## src/hw/rtl/swec_pkg.sv

```systemverilog
// Shared types and constants for the sliding-window event counter.
package swec_pkg;

   localparam int ModeW   = 2;
   localparam int TimeW   = 48;
   localparam int AmountW = 32;
   localparam int CountW  = 64;
   localparam int CsrIdxW = 2;
   localparam int CsrDataW = 22;
   localparam int BucketMsW = 10;
   localparam int WinLenW   = 22;
   localparam int InUseW    = 7;

   localparam logic [ModeW-1:0] MODE_INC   = 2'd0;
   localparam logic [ModeW-1:0] MODE_QUERY = 2'd1;
   localparam logic [ModeW-1:0] MODE_CLEAR = 2'd2;

   localparam logic [CsrIdxW-1:0] REG_BUCKET_MS = 2'd0;
   localparam logic [CsrIdxW-1:0] REG_WIN_LEN   = 2'd1;
   localparam logic [CsrIdxW-1:0] REG_IN_USE    = 2'd2;

   localparam logic [BucketMsW-1:0] BUCKET_MS_RESET = 10'd100;
   localparam logic [WinLenW-1:0]   WIN_LEN_RESET   = 22'd1000;
   localparam logic [InUseW-1:0]    IN_USE_RESET    = 7'd10;

   typedef struct packed {
      logic [ModeW-1:0]   mode;
      logic [TimeW-1:0]   time_ms;
      logic [AmountW-1:0] amount;
   } req_type;

   typedef struct packed {
      logic [CountW-1:0] window_total;
      logic [CountW-1:0] lifetime_total;
   } rsp_type;

   // Commands from the controller to the datapath.
   typedef struct packed {
      logic load;      // capture the request
      logic div_step;  // one quotient bit of time / bucket length
      logic mod_load;  // start period modulo buckets
      logic mod_step;  // one step of the modulo and of period * length
      logic inc_rd;    // read the chosen bucket
      logic inc_wr;    // write the chosen bucket
      logic clr_step;  // clear one bucket
      logic scan_rd;   // read bucket at scan index
      logic scan_acc;  // accumulate the read bucket
      logic idx_rst;   // restart the index counter
      logic idx_inc;   // advance the index counter
      logic rsp_load;  // load the result register
   } cmd_type;

   typedef struct packed {
      logic last_idx;  // index counter at its final count
   } sts_type;

endpackage

```

## src/hw/rtl/swec_ctrl.sv

```systemverilog
// Controller state machine sequencing the datapath for each request item.
module swec_ctrl (
   input  logic                   clock,
   input  logic                   reset,
   input  logic                   req_valid,
   input  logic [swec_pkg::ModeW-1:0] req_mode,
   output logic                   req_ready,
   output logic                   rsp_valid,
   input  logic                   rsp_ready,
   input  swec_pkg::sts_type      sts,
   output swec_pkg::cmd_type      cmd
);
   import swec_pkg::*;

   typedef enum logic [3:0] {
      S_IDLE, S_DIV, S_MODLD, S_MOD, S_RD, S_WR, S_CLR, S_SCAN, S_LAST, S_RSP, S_WAIT
   } state_type;

   state_type state_ff;
   logic      rsp_valid_ff;
   logic      accept;

   assign req_ready = (state_ff == S_IDLE);
   assign accept    = req_valid && req_ready;
   assign rsp_valid = rsp_valid_ff;

   always_comb begin
      cmd = '0;
      unique case (state_ff)
         S_IDLE: begin
            cmd.load = accept;
            cmd.idx_rst = 1'b1;
         end
         S_DIV: begin
            cmd.div_step = 1'b1;
            cmd.idx_inc  = 1'b1;
         end
         S_MODLD: begin
            cmd.mod_load = 1'b1;
            cmd.idx_rst  = 1'b1;
         end
         S_MOD: begin
            cmd.mod_step = 1'b1;
            cmd.idx_inc  = 1'b1;
         end
         S_RD:   cmd.inc_rd = 1'b1;
         S_WR:   cmd.inc_wr = 1'b1;
         S_CLR: begin
            cmd.clr_step = 1'b1;
            cmd.idx_inc  = 1'b1;
         end
         S_SCAN: begin
            cmd.scan_rd  = 1'b1;
            cmd.scan_acc = 1'b1;
            cmd.idx_inc  = 1'b1;
         end
         S_LAST: cmd.scan_acc = 1'b1;
         S_RSP:  cmd.rsp_load = 1'b1;
         S_WAIT: ;
         default: ;
      endcase
   end

   always_ff @(posedge clock) begin
      if (reset) begin
         // Leaving reset runs one clearing pass over the bucket memories.
         state_ff     <= S_CLR;
         rsp_valid_ff <= 1'b0;
      end else begin
         unique case (state_ff)
            S_IDLE:
               if (accept) begin
                  unique case (req_mode)
                     MODE_INC:   state_ff <= S_DIV;
                     MODE_QUERY: state_ff <= S_SCAN;
                     MODE_CLEAR: state_ff <= S_CLR;
                     default:    state_ff <= S_IDLE;
                  endcase
               end
            S_DIV:   if (sts.last_idx) state_ff <= S_MODLD;
            S_MODLD: state_ff <= S_MOD;
            S_MOD:   if (sts.last_idx) state_ff <= S_RD;
            S_RD:    state_ff <= S_WR;
            S_WR:    state_ff <= S_IDLE;
            S_CLR:   if (sts.last_idx) state_ff <= S_IDLE;
            S_SCAN:  if (sts.last_idx) state_ff <= S_LAST;
            S_LAST:  state_ff <= S_RSP;
            S_RSP: begin
               state_ff     <= S_WAIT;
               rsp_valid_ff <= 1'b1;
            end
            S_WAIT:
               if (rsp_ready) begin
                  rsp_valid_ff <= 1'b0;
                  state_ff     <= S_IDLE;
               end
            default: state_ff <= S_IDLE;
         endcase
      end
   end
endmodule

```

## config.mk

```make
export PLATFORM = sky130hd
export DESIGN_NAME = swec_ctrl
export DESIGN_NICKNAME = d
export VERILOG_FILES = /design/src/hw/rtl/swec_pkg.sv /design/src/hw/rtl/swec_ctrl.sv
export SDC_FILE = /design/constraint.sdc
export NUM_CORES = 1
export LEC_CHECK = 0
export BUFFER_PORTS_ARGS = -buffer_cell sky130_fd_sc_hd__buf_4
export CORE_AREA = 2 2 39 41
export CTS_CLUSTER_SIZE = 25
export DETAILED_ROUTE_END_ITERATION = 6
export DIE_AREA = 0 0 41 43
export SYNTH_ARGS = -nofsm -noshare
export SYNTH_HDL_FRONTEND = slang
export SYNTH_SLANG_ARGS = --single-unit
```

## constraint.sdc

```tcl
create_clock -name clock -period 2.3 [get_ports clock]
set_input_delay 0.69 -clock clock [delete_from_list [all_inputs] [get_ports clock]]
set_output_delay 0.69 -clock clock [all_outputs]
set_load 0.01 [all_outputs]
```

## Yosys cells after proc, flatten, opt, wreduce, memory -nomap -nowiden

Index checks and enable logic that the tools add are counted.

- Bits in registers: 5

- Equal/unequal tests: 18
- Reductions and logical operators: 9
- Multiplexer cells: 22

Operators with widths:

| cell | count |
|---|---|
| case mux 4 bit (10 select lines) | 1 |
| 2-to-1 mux 4 bit | 6 |
| == test 4 x 3 -> 1 bit (second input constant) | 4 |
| 2-to-1 mux 1 bit | 13 |
| == test 4 bit (second input constant) | 3 |
| != test 2 bit (second input constant) | 5 |
| case mux 3 bit (3 select lines) | 1 |
| == test 4 x 2 -> 1 bit (second input constant) | 2 |
| AND reduction 6 bit | 1 |
| == test 4 x 1 -> 1 bit (second input constant) | 1 |
| zero test 4 bit | 1 |
| OR reduction 2 bit | 2 |
| OR reduction 4 bit | 1 |
| == test 2 x 1 -> 1 bit (second input constant) | 1 |
| == test 2 bit (second input constant) | 1 |
| zero test 2 bit | 1 |
| != test 2 x 1 -> 1 bit (second input constant) | 1 |
| case mux 1 bit (2 select lines) | 1 |
| AND reduction 2 bit | 1 |
| nonzero test 2 bit | 1 |
| logical AND 1 bit | 1 |

## Longest topological paths before layout

Gate-level depths: netlist of run 1.

- Word-level depth: 4
- Gate-level depth with buffers: 6

## Least setup slack after synthesis of run 1

Ideal clock, no wire load.

- Kind: flip-flop to output port
- Start: register state_ff[2]
- End: output port cmd[11] (netlist bit)
- Data required time: 1.610 ns
- Arrival: 1.343 ns
- Stages on the path, launching flop included: 5
- Path buffers: 2
- Slack: 0.267 ns
- Path through: dfxtp_1 buf_6 clkbuf_1 nor4_1 and2_1

RTL lines:

| item | RTL line | RTL |
|---|---|---|
| start: declaration | swec_ctrl.sv:19 | `state_type state_ff;` |
| start signal: assignment | swec_ctrl.sv:67 | `state_ff <= S_CLR;` |
| start signal: assignment | swec_ctrl.sv:74 | `MODE_INC: state_ff <= S_DIV;` |
| start signal: assignment | swec_ctrl.sv:75 | `MODE_QUERY: state_ff <= S_SCAN;` |
| end: declaration | swec_ctrl.sv:11 | `output swec_pkg::cmd_type cmd` |

==> results of run 1 <==
## worst max-delay path by stage
| stage | from | end | slack, ps | cells past startpoint |
|---|---|---|---|---|
| floorplan | state_ff[2]$_SDFFE_PP1P_ | cmd[11] | 270 | 4 |
| global placement | req_mode[0] | state_ff[0]$_SDFFE_PP0P_ | 360 | 7 |
| detailed placement | req_mode[0] | state_ff[0]$_SDFFE_PP0P_ | 330 | 7 |
| CTS | state_ff[3]$_SDFFE_PP0P_ | cmd[3] | 130 | 3 |
| global route | state_ff[3]$_SDFFE_PP0P_ | cmd[3] | 10 | 3 |
| finish | state_ff[3]$_SDFFE_PP0P_ | cmd[3] | 150 | 3 |
## state kept, by name, indices dropped and copies added (netlist names)
register   count
rsp_valid      1
state_ff       4
## layer usage
| layer | vias up | global-route usage [%] |
|---|---|---|
| li1 | 277 | - |
| met4 | 0 | 2.00 |
| met3 | 0 | 1.57 |
| met2 | 10 | 25.3 |
| met5 | - | 0 |
| met1 | 239 | 17.5 |
## placed cells by master, fill, tap and decap left out, types with 2 or more instances in the layout
| cell type | count |
|---|---|
| sky130_fd_sc_hd__clkbuf_4 | 3 |
| sky130_fd_sc_hd__nand2_1 | 4 |
| sky130_fd_sc_hd__a21oi_1 | 7 |
| sky130_fd_sc_hd__dfxtp_1 | 5 |
| sky130_fd_sc_hd__nand2b_1 | 3 |
| sky130_fd_sc_hd__inv_1 | 5 |
| sky130_fd_sc_hd__nor3_1 | 4 |
| sky130_fd_sc_hd__nor2b_1 | 3 |
| sky130_fd_sc_hd__ha_1 | 2 |
| sky130_fd_sc_hd__buf_4 | 22 |
| sky130_fd_sc_hd__nor2_1 | 10 |
## through the flow
stage	area (sq um)	instances	power [uW]	setup WS, ps	util (%)
floorplan	478	69	516	267	-
global placement	631	101	684	361	45.6
detailed placement	631	101	693	334	45.6
CTS	657	105	792	125	47.5
global route	657	105	856	12.4	47.5
finish	657	105	781	147	47.5
## cell usage after synthesis
library cell | number | area share, %
sky130_fd_sc_hd__buf_2 | 2 | 2.1
sky130_fd_sc_hd__mux2i_1 | 1 | 2.1
sky130_fd_sc_hd__or4_1 | 1 | 1.6
sky130_fd_sc_hd__nor2_1 | 10 | 7.9
sky130_fd_sc_hd__a22oi_2 | 1 | 2.6
sky130_fd_sc_hd__o21ai_1 | 1 | 1.0
sky130_fd_sc_hd__a211o_1 | 1 | 1.8
sky130_fd_sc_hd__dfxtp_1 | 5 | 21
sky130_fd_sc_hd__nand3b_1 | 1 | 1.6
sky130_fd_sc_hd__buf_6 | 1 | 2.4
sky130_fd_sc_hd__nand2b_1 | 3 | 3.9
sky130_fd_sc_hd__ha_1 | 2 | 5.2
sky130_fd_sc_hd__inv_1 | 5 | 3.9
sky130_fd_sc_hd__nand3_1 | 1 | 1.0
sky130_fd_sc_hd__o21ai_0 | 1 | 1.0
sky130_fd_sc_hd__a21oi_1 | 7 | 7.3
sky130_fd_sc_hd__mux2_1 | 1 | 2.4
sky130_fd_sc_hd__nor3_1 | 4 | 4.2
sky130_fd_sc_hd__nand4b_1 | 1 | 1.8
sky130_fd_sc_hd__a211oi_1 | 1 | 1.6
sky130_fd_sc_hd__o22ai_1 | 1 | 1.3
sky130_fd_sc_hd__o31ai_1 | 1 | 1.6
sky130_fd_sc_hd__or2_2 | 1 | 1.3
sky130_fd_sc_hd__and2_1 | 1 | 1.3
sky130_fd_sc_hd__or3_1 | 1 | 1.3
sky130_fd_sc_hd__nor2b_1 | 3 | 3.9
sky130_fd_sc_hd__o21bai_1 | 1 | 1.6
sky130_fd_sc_hd__mux2_4 | 1 | 3.1
sky130_fd_sc_hd__nand2_1 | 4 | 3.1
sky130_fd_sc_hd__nor4_1 | 1 | 1.3
sky130_fd_sc_hd__and3_1 | 1 | 1.3
sky130_fd_sc_hd__clkbuf_1 | 3 | 2.4
## critical path, cell delays in order (launching register included)
cell	delay, ps
sky130_fd_sc_hd__dfxtp_1	620
sky130_fd_sc_hd__nand2b_1	180
sky130_fd_sc_hd__o31ai_1	250
sky130_fd_sc_hd__buf_4	170
## power groups by stage
stage / Sequential, uW / Combinational [uW] / Clock, uW
final: 198 / 486 / 97.9
after global routing: 210 / 539 / 107
after CTS: 199 / 493 / 100
after detailed placement: 201 / 492 / 0
after global placement: 200 / 484 / 0
after floorplan: 135 / 381 / 0
## cell families (layout without fill, tap and decap cells)
| group | count (synthesis) | count (layout) | share of synthesized area, % |
|---|---|---|---|
| compound gates | 15 | 15 | 19.9 |
| fa+ha+maj | 2 | 2 | 5.23 |
| buf+inv | 11 | 31 | 10.7 |
| flops | 5 | 5 | 20.9 |
| mux | 3 | 3 | 7.59 |
| simple gates | 33 | 33 | 35.6 |
## cell type report
| cell class | instances | area, sq um | area share [%] |
|---|---|---|---|
| clock buffer | 4 | 26.3 | 4.00 |
| inverter | 5 | 18.8 | 2.86 |
| multi-input combinational | 53 | 327 | 49.7 |
| sequential | 5 | 100 | 15.2 |
| tap | 16 | 20.0 | 3.05 |
| timing repair buffer | 22 | 165 | 25.1 |
==> impl_metrics.json, run 1 <==
{
  "met3WireLength_um": 44,
  "finClkSkew_ps": 7.54,
  "wl_met2_um": 568,
  "p_comb_share_pct": 62.2,
  "htree_num_levels": 1,
  "final_antenna_net_count": 0,
  "max-clock-path-buffers": 2,
  "count_of_yosys_warnings_during_synthesis": 0,
  "first_pass_iters": 2,
  "r2r_start": "state_ff[2]$_SDFFE_PP1P_",
  "minimum_period_implied_by_the_final_worst_setup_slack_ps": 2150,
  "global_routing_usage_summed_across_all_routing_layers_pct": 14.2,
  "layout_worst_path_cycle_share_pct": 93.6,
  "netlist-cell-type-count": 32,
  "worstPathMaxFanout": 16,
  "seqPwrFrac_pct": 25.3,
  "leakage_uw": 0.000324,
  "hold_path_end": "rsp_valid$_SDFFE_PP0P_",
  "via_count": 526,
  "dp.final_hpwl_um": 892,
  "floorplan.die_area_sq_um": 1760,
  "worst_reg_to_reg_setup_slack_ps": 530,
  "status": "finished clean",
  "synthesized_netlist_cell_count": 69,
  "vias_in_the_first_global_route": 459,
  "critical_path.endpoint_type": "output pin",
  "grt-ovfl-total": 0,
  "power_frac_clock_pct": 12.5,
  "routed_vias_inst": 5.01,
  "setup_tns_ps": 0,
  "clkSlewWorstSetupHoldPaths_ps": 50,
  "die_h_um": 43,
  "cts_post_setup_buffers_inserted": 0,
  "initial_core_utilization_pct": 34.5,
  "drt-met1-wl_um": 490,
  "core_sq_um": 1380,
  "global_placer_s_final_weighted_congestion": 0.750,
  "fillCellCount": 159,
  "critical_path_arrival_ps": 1460,
  "cts_made_buffers": 3,
  "route.top_layer_used": "met3",
  "grt_max_degree": 19,
  "antenna_found_initial": 0,
  "holdCritPathClass": "reg2reg",
  "r2r.worst_path.cells": 4,
  "detail_route.wirelength_um": 1100,
  "powerDensity_nw_per_um2": 1190,
  "post_cts.resized_instances": 0,
  "power_switching_share_pct": 43.8,
  "mean_syn_cell_area_sq_um": 6.93,
  "report.final.setup_viol": 0,
  "buffer_ports.inserted": 20,
  "ir_drop_mv": 0.389,
  "core.rowCount": 14,
  "cap_violations": 0,
  "clock-root-buffer": "sky130_fd_sc_hd__clkbuf_4",
  "synth_nets": 78,
  "whs_path_depth": 2,
  "ys_ff_latch": 5,
  "switching_power_uw": 342,
  "wire_length_of_the_first_global_routing_pass_um": 1840,
  "route.detailed.drc": 0,
  "worst_hold_startpoint": "rsp_valid$_SDFFE_PP0P_",
  "slew-limit-headroom_pct": 66.9,
  "r2r-end": "state_ff[3]$_SDFFE_PP0P_",
  "final.hold.worst_slack_ps": 473,
  "drt_first_iter_violations": 1,
  "power_report.internal_total_uw": 439,
  "syn_to_final_growth_pct": 37.4,
  "critical_path.startpoint_type": "flip-flop",
  "maxClockFrequency_mhz": 464,
  "io-pin-count": 21,
  "timing.final.max_slew_violations": 0,
  "fraction_of_layout_instances_using_a_drive_strength_above_1_pct": 31.5,
  "report.final.hold_viol_count": 0,
  "syn_area_sq_um": 478,
  "synth_seq_area_share_pct": 20.9,
  "floorplan.die.width_um": 41,
  "critPathKind": "reg2out",
  "worstSkewPairLatency_ps": 230,
  "routed_wire_length_per_instance_um": 10.5,
  "antenna_cells": 0,
  "num-nets-final": 99,
  "holdBufCountCts": 0,
  "worst_ep_required_time_ps": 1610,
  "tritoncts": "built",
  "cts_sinks": 5,
  "rsz0062_at_grt": "no",
  "max_slew.worst_pin.slew_ps": 495
}
Note: power is estimated with default switching activity, not from simulation.
==> run 2: changes to the inputs <==
--- a/config.mk
+++ b/config.mk
@@ -10,6 +10,7 @@
 export CTS_CLUSTER_SIZE = 25
 export DETAILED_ROUTE_END_ITERATION = 6
 export DIE_AREA = 0 0 41 43
+export GPL_TIMING_DRIVEN = 0
 export SYNTH_ARGS = -nofsm -noshare
 export SYNTH_HDL_FRONTEND = slang
 export SYNTH_SLANG_ARGS = --single-unit
==> impl_metrics.json, run 2 (same netlist as run 1, synthesis figures left out) <==
{
  "max-clock-path-buffers": 2,
  "tritoncts": "built",
  "syn_to_final_growth_pct": 41.1,
  "report.final.hold_viol_count": 0,
  "ir_drop_mv": 0.419,
  "fraction_of_layout_instances_using_a_drive_strength_above_1_pct": 31.2,
  "first_pass_iters": 2,
  "core.rowCount": 14,
  "detail_route.wirelength_um": 1250,
  "critPathKind": "reg2out",
  "maxClockFrequency_mhz": 450,
  "slowest_library_cell_on_the_worst_path": "sky130_fd_sc_hd__nor4_1",
  "cts_made_buffers": 3,
  "crit_cells": 5,
  "worst_ep_required_time_ps": 1610,
  "max_slew.worst_pin.slew_ps": 404,
  "holdBufCountCts": 0,
  "clock-root-buffer": "sky130_fd_sc_hd__clkbuf_4",
  "worstPathMaxFanout": 10,
  "powerDensity_nw_per_um2": 1210,
  "vias_in_the_first_global_route": 485,
  "grt_max_degree": 11,
  "cap_violations": 0,
  "number_of_flip_flops_under_the_largest_register_name": 4,
  "drt_first_iter_violations": 4,
  "dp.final_hpwl_um": 934,
  "final_cell_mix": "sky130_fd_sc_hd__buf_4 (20), sky130_fd_sc_hd__nor2_1 (10), sky130_fd_sc_hd__a21oi_1 (7), sky130_fd_sc_hd__inv_1 (5), sky130_fd_sc_hd__dfxtp_1 (5)",
  "leakage_uw": 0.000334,
  "routed_wire_length_per_instance_um": 11.4,
  "slew-limit-headroom_pct": 73.1,
  "floorplan.die_area_sq_um": 1760,
  "whs_path_depth": 2,
  "wire_length_of_the_first_global_routing_pass_um": 2020,
  "core_sq_um": 1380,
  "final_antenna_net_count": 0,
  "r2r.worst_path.cells": 5,
  "registers.top_by_ff_count": "state_ff",
  "num-nets-final": 103,
  "route.detailed.drc": 0,
  "worstPathBufferInverterCount": 3,
  "holdCritPathClass": "reg2reg",
  "clkSlewWorstSetupHoldPaths_ps": 40,
  "minimum_period_implied_by_the_final_worst_setup_slack_ps": 2220,
  "antenna_found_initial": 0,
  "critical_path.endpoint_type": "output pin",
  "crit_family": "simple AND/OR/NAND/NOR gates",
  "floorplan.die.width_um": 41,
  "cts_post_setup_buffers_inserted": 0,
  "report.power.total_uw": 817,
  "worstSkewPairLatency_ps": 240,
  "global_placer_s_final_weighted_congestion": 0.746,
  "crit_chain": "buf_6 > clkbuf_1 > nor4_1 > and2_1 > buf_4",
  "status": "finished clean",
  "post_cts.resized_instances": 0,
  "via_count": 530,
  "critical_path_arrival_ps": 1530,
  "antenna_cells": 0,
  "layout_worst_path_cycle_share_pct": 96.6,
  "finClkSkew_ps": 3.23,
  "cts_sinks": 5,
  "rsz0062_at_grt": "yes",
  "io-pin-count": 21,
  "critical_path.startpoint_type": "flip-flop",
  "initial_core_utilization_pct": 34.5,
  "timing.final.max_slew_violations": 0,
  "routed_vias_inst": 4.86,
  "die_h_um": 43,
  "setup_tns_ps": 0,
  "layout.cells.most_common": "sky130_fd_sc_hd__buf_4",
  "global_routing_usage_summed_across_all_routing_layers_pct": 16.5,
  "report.final.setup_viol": 0,
  "buffer_ports.inserted": 20,
  "critical-path-max-stage-delay_ps": 380,
  "htree_num_levels": 1,
  "grt-ovfl-total": 0
}
[run 2: changes by cell type in the layout (fill, tap and decap cells not counted)]
cell / previous run / this run
sky130_fd_sc_hd__clkbuf_1: 1 / 4
sky130_fd_sc_hd__buf_4: 22 / 20
sky130_fd_sc_hd__buf_6: 0 / 1
sky130_fd_sc_hd__buf_2: 0 / 2
[run 2: final cells by class]
cell class | count | area, sq um
clock buffer | 4 | 26.3
buffer | 6 | 32.5
inverter | 5 | 18.8
fill | 142 | 709
sequential | 5 | 100
timing repair buffer | 20 | 150
multi-input combinational | 53 | 327
tap | 16 | 20.0
[run 2: per-layer routing]
layer	GRT usage [%]	routed length, um	up-vias
li1	-	-	282
met1	21.7	582	236
met2	25.6	605	12
met3	4.71	59	0
met4	4.00	0	0
met5	0	0	-
[run 2: worst reg2reg max path, delay by kind of cell, from the launching register on]
family,cells,cell delay [ps]
AO/OA/AOI/OAI,1,230
multiplexers,1,260
AND/OR/NAND/NOR,2,590
flip-flops,1,300
buffers and inverters,1,130
[run 2: metrics by stage]
| step | cell area, sq um | util, % | hold WS [ps] | instances | setup slack, ps |
|---|---|---|---|---|---|
| 2_1_floorplan | 478 | - | 481 | 69 | 267 |
| 4_1_cts | 674 | 48.7 | 471 | 109 | 51.2 |
| 5_1_grt | 674 | 48.7 | 531 | 109 | -10.3 |
| 6_report | 674 | 48.7 | 471 | 109 | 77.4 |
| 3_3_place_gp | 648 | 46.8 | 459 | 105 | 287 |
| 3_5_place_dp | 648 | 46.8 | 462 | 105 | 258 |
[run 2: final timing paths]
check	to	start	slack [ps]
hold reg to reg	rsp_valid$_SDFFE_PP0P_	rsp_valid$_SDFFE_PP0P_	470
setup reg to reg	state_ff[0]$_SDFFE_PP0P_	state_ff[2]$_SDFFE_PP1P_	680
hold / removal	rsp_valid$_SDFFE_PP0P_	rsp_valid$_SDFFE_PP0P_	470
setup / recovery	cmd[11]	state_ff[2]$_SDFFE_PP1P_	80
[run 2: power by group]
part           internal, uW  switching (uW)  total, uW
sequential              116            25.3        141
combinational           269             308        577
clock                  65.4            33.5       98.9
total                   450             367        817
==> run 3: changes to the inputs <==
--- a/config.mk
+++ b/config.mk
@@ -5,6 +5,7 @@
 export SDC_FILE = /design/constraint.sdc
 export NUM_CORES = 1
 export LEC_CHECK = 0
+export ABC_AREA = 1
 export BUFFER_PORTS_ARGS = -buffer_cell sky130_fd_sc_hd__buf_4
 export CORE_AREA = 2 2 39 41
 export CTS_CLUSTER_SIZE = 25
==> impl_metrics.json, run 3 <==
{
  "status": "finished clean",
  "r2r_start": "state_ff[1]$_SDFFE_PP1P_",
  "critPathKind": "reg2out",
  "netlist-cell-type-count": 17,
  "routed_vias_inst": 4.42,
  "post_synth_edffs": 0,
  "worst_reg_to_reg_setup_slack_ps": 1080,
  "finClkSkew_ps": 0.0489,
  "core.rowCount": 14,
  "cts_post_setup_buffers_inserted": 0,
  "tritoncts": "built",
  "leakage_uw": 0.000413,
  "worst_ep_required_time_ps": 1610,
  "report.final.setup_viol": 0,
  "simple_gate_portion_of_the_synthesized_area_pct": 53.7,
  "layout_worst_path_cycle_share_pct": 87.4,
  "synthXorXnorAreaFrac_pct": 0,
  "synth_top_area_share_pct": 21.2,
  "synth_seq_area_share_pct": 21.2,
  "detail_route.wirelength_um": 1030,
  "route.detailed.drc": 0,
  "via_count": 521,
  "r2r.worst_path.cells": 7,
  "dp.final_hpwl_um": 896,
  "global_routing_usage_summed_across_all_routing_layers_pct": 13.5,
  "whs_path_depth": 2,
  "yosys.cell_count.top_type": "sky130_fd_sc_hd__inv_1",
  "holdCritPathClass": "reg2reg",
  "antenna_found_initial": 0,
  "fraction_of_layout_instances_using_a_drive_strength_above_1_pct": 39.2,
  "buffer_ports.inserted": 20,
  "timing.final.max_slew_violations": 0,
  "setup_tns_ps": 0,
  "critical_path.endpoint_type": "output pin",
  "clock-root-buffer": "sky130_fd_sc_hd__clkbuf_4",
  "count_of_yosys_warnings_during_synthesis": 0,
  "grt_max_degree": 9,
  "cts_made_buffers": 3,
  "vias_in_the_first_global_route": 440,
  "synth_nets": 87,
  "cap_violations": 0,
  "die_h_um": 43,
  "initial_core_utilization_pct": 34.2,
  "htree_num_levels": 1,
  "worst_hold_startpoint": "rsp_valid$_SDFFE_PP0P_",
  "synth-async-reset-ratio_pct": 0,
  "hold_path_end": "rsp_valid$_SDFFE_PP0P_",
  "io-pin-count": 21,
  "layout.cells.most_common": "sky130_fd_sc_hd__buf_4",
  "antenna_cells": 0,
  "syn_area_sq_um": 473,
  "critical_path.startpoint_type": "flip-flop",
  "clkSlewWorstSetupHoldPaths_ps": 40,
  "worstSkewPairLatency_ps": 230,
  "critical_path_arrival_ps": 1320,
  "global_placer_s_final_weighted_congestion": 0.787,
  "holdBufCountCts": 0,
  "maxClockFrequency_mhz": 497,
  "final_cell_mix": "sky130_fd_sc_hd__buf_4 (20), sky130_fd_sc_hd__inv_1 (16), sky130_fd_sc_hd__nand2_1 (14), sky130_fd_sc_hd__nand3_1 (10), sky130_fd_sc_hd__nor2_1 (9)",
  "first_pass_iters": 3,
  "slew-limit-headroom_pct": 80.2,
  "num-nets-final": 112,
  "mean_syn_cell_area_sq_um": 6.06,
  "ir_drop_mv": 0.561,
  "minimum_period_implied_by_the_final_worst_setup_slack_ps": 2010,
  "post_cts.resized_instances": 0,
  "grt-ovfl-total": 0,
  "ys_ff_latch": 5,
  "ys.flop_type": "sky130_fd_sc_hd__dfxtp_1",
  "floorplan.die.width_um": 41,
  "routed_wire_length_per_instance_um": 8.74,
  "postPlaceCellArea_sq_um": 643,
  "core_sq_um": 1380,
  "syn_to_final_growth_pct": 41.5,
  "drt_first_iter_violations": 8,
  "report.final.hold_viol_count": 0,
  "layout.core_utilization_pct": 48.4,
  "compound_gate_portion_of_the_synthesized_area_pct": 3.97,
  "wire_length_of_the_first_global_routing_pass_um": 1600,
  "max_slew.worst_pin.slew_ps": 297,
  "yosysTopAreaCell": "sky130_fd_sc_hd__dfxtp_1",
  "synth_top_family_by_area": "simple AND/OR/NAND/NOR gates",
  "powerDensity_nw_per_um2": 1240,
  "registers.top_by_ff_count": "state_ff",
  "mux_share_of_post_synthesis_cell_area_pct": 0,
  "max-clock-path-buffers": 2,
  "layout.cell_area.non_filler_sq_um": 669,
  "floorplan.die_area_sq_um": 1760,
  "rsz0062_at_grt": "no",
  "worstPathMaxFanout": 7,
  "final_antenna_net_count": 0,
  "synth_fa_ha_area_share_pct": 5.29,
  "synthesized_netlist_cell_count": 78,
  "r2r-end": "state_ff[0]$_SDFFE_PP0P_",
  "post_synth_most_frequent_cells": "sky130_fd_sc_hd__inv_1 (16), sky130_fd_sc_hd__nand2_1 (14), sky130_fd_sc_hd__nand3_1 (10)",
  "fillCellCount": 157,
  "number_of_flip_flops_under_the_largest_register_name": 4,
  "cts_sinks": 5,
  "synthTopCellsByArea": "sky130_fd_sc_hd__dfxtp_1 (21%), sky130_fd_sc_hd__inv_1 (13%), sky130_fd_sc_hd__nand2_1 (11%), sky130_fd_sc_hd__nand3_1 (11%), sky130_fd_sc_hd__nor2_1 (7.1%)"
}
-- run 3: cell types whose count changed in the layout (fill, tap and decap cells not counted), sizes merged, moves of 5 or more --
cell   delta
inv      +15
nand2    +13
nand3    +11
a21oi     -5
nor2      +5
-- run 3: cell type report --
type                    count  area [sq um]  share of cell area [%]
multi-input cells          53           298                    44.5
repair buffers             20           150                    22.4
flip-flops and latches      5           100                    15.0
inverters                  20          75.1                    11.2
well taps                  16          20.0                    2.99
clock buffers               4          26.3                    3.93
-- run 3: cell families after synthesis --
family / after synthesis
simple gates: 48
flops: 5
buf+inv: 20
fa+ha+maj: 2
compound gates: 3
-- run 3: critical path: stages, from the launching register on --
cell	delay [ps]
sky130_fd_sc_hd__dfxtp_1	480
sky130_fd_sc_hd__inv_2	60
sky130_fd_sc_hd__nor2_1	170
sky130_fd_sc_hd__inv_1	80
sky130_fd_sc_hd__nor3_1	140
sky130_fd_sc_hd__buf_4	150
-- run 3: metal layers --
metal | wire, um | track usage [%]
met2 | 528 | 20.3
met1 | 440 | 15.7
met4 | 12 | 12.0
met5 | 0 | 0
met3 | 50 | 1.57
-- run 3: worst max path at each step --
| stage | startpoint | to | slack [ps] | cells after the start |
|---|---|---|---|---|
| final | state_ff[0]$_SDFFE_PP0P_ | cmd[6] | 290 | 5 |
| after global routing | state_ff[0]$_SDFFE_PP0P_ | cmd[6] | 140 | 5 |
| after CTS | state_ff[0]$_SDFFE_PP0P_ | cmd[6] | 260 | 5 |
| after detailed placement | state_ff[0]$_SDFFE_PP0P_ | cmd[6] | 520 | 5 |
| after global placement | state_ff[0]$_SDFFE_PP0P_ | cmd[6] | 540 | 5 |
| after floorplan | state_ff[0]$_SDFFE_PP0P_ | cmd[6] | 650 | 4 |
-- run 3: per-stage QoR --
step	setup slack (ps)	instances	total power, uW	hold slack, ps
2_1_floorplan	649	78	546	477
3_3_place_gp	537	114	745	446
3_5_place_dp	525	114	742	447
4_1_cts	263	118	845	454
5_1_grt	142	118	915	506
6_report	289	118	833	453
-- run 3: where the power goes --
| part | switching, uW | internal [uW] |
|---|---|---|
| logic | 319 | 234 |
| registers | 63.6 | 121 |
| clock network | 31.1 | 65.3 |
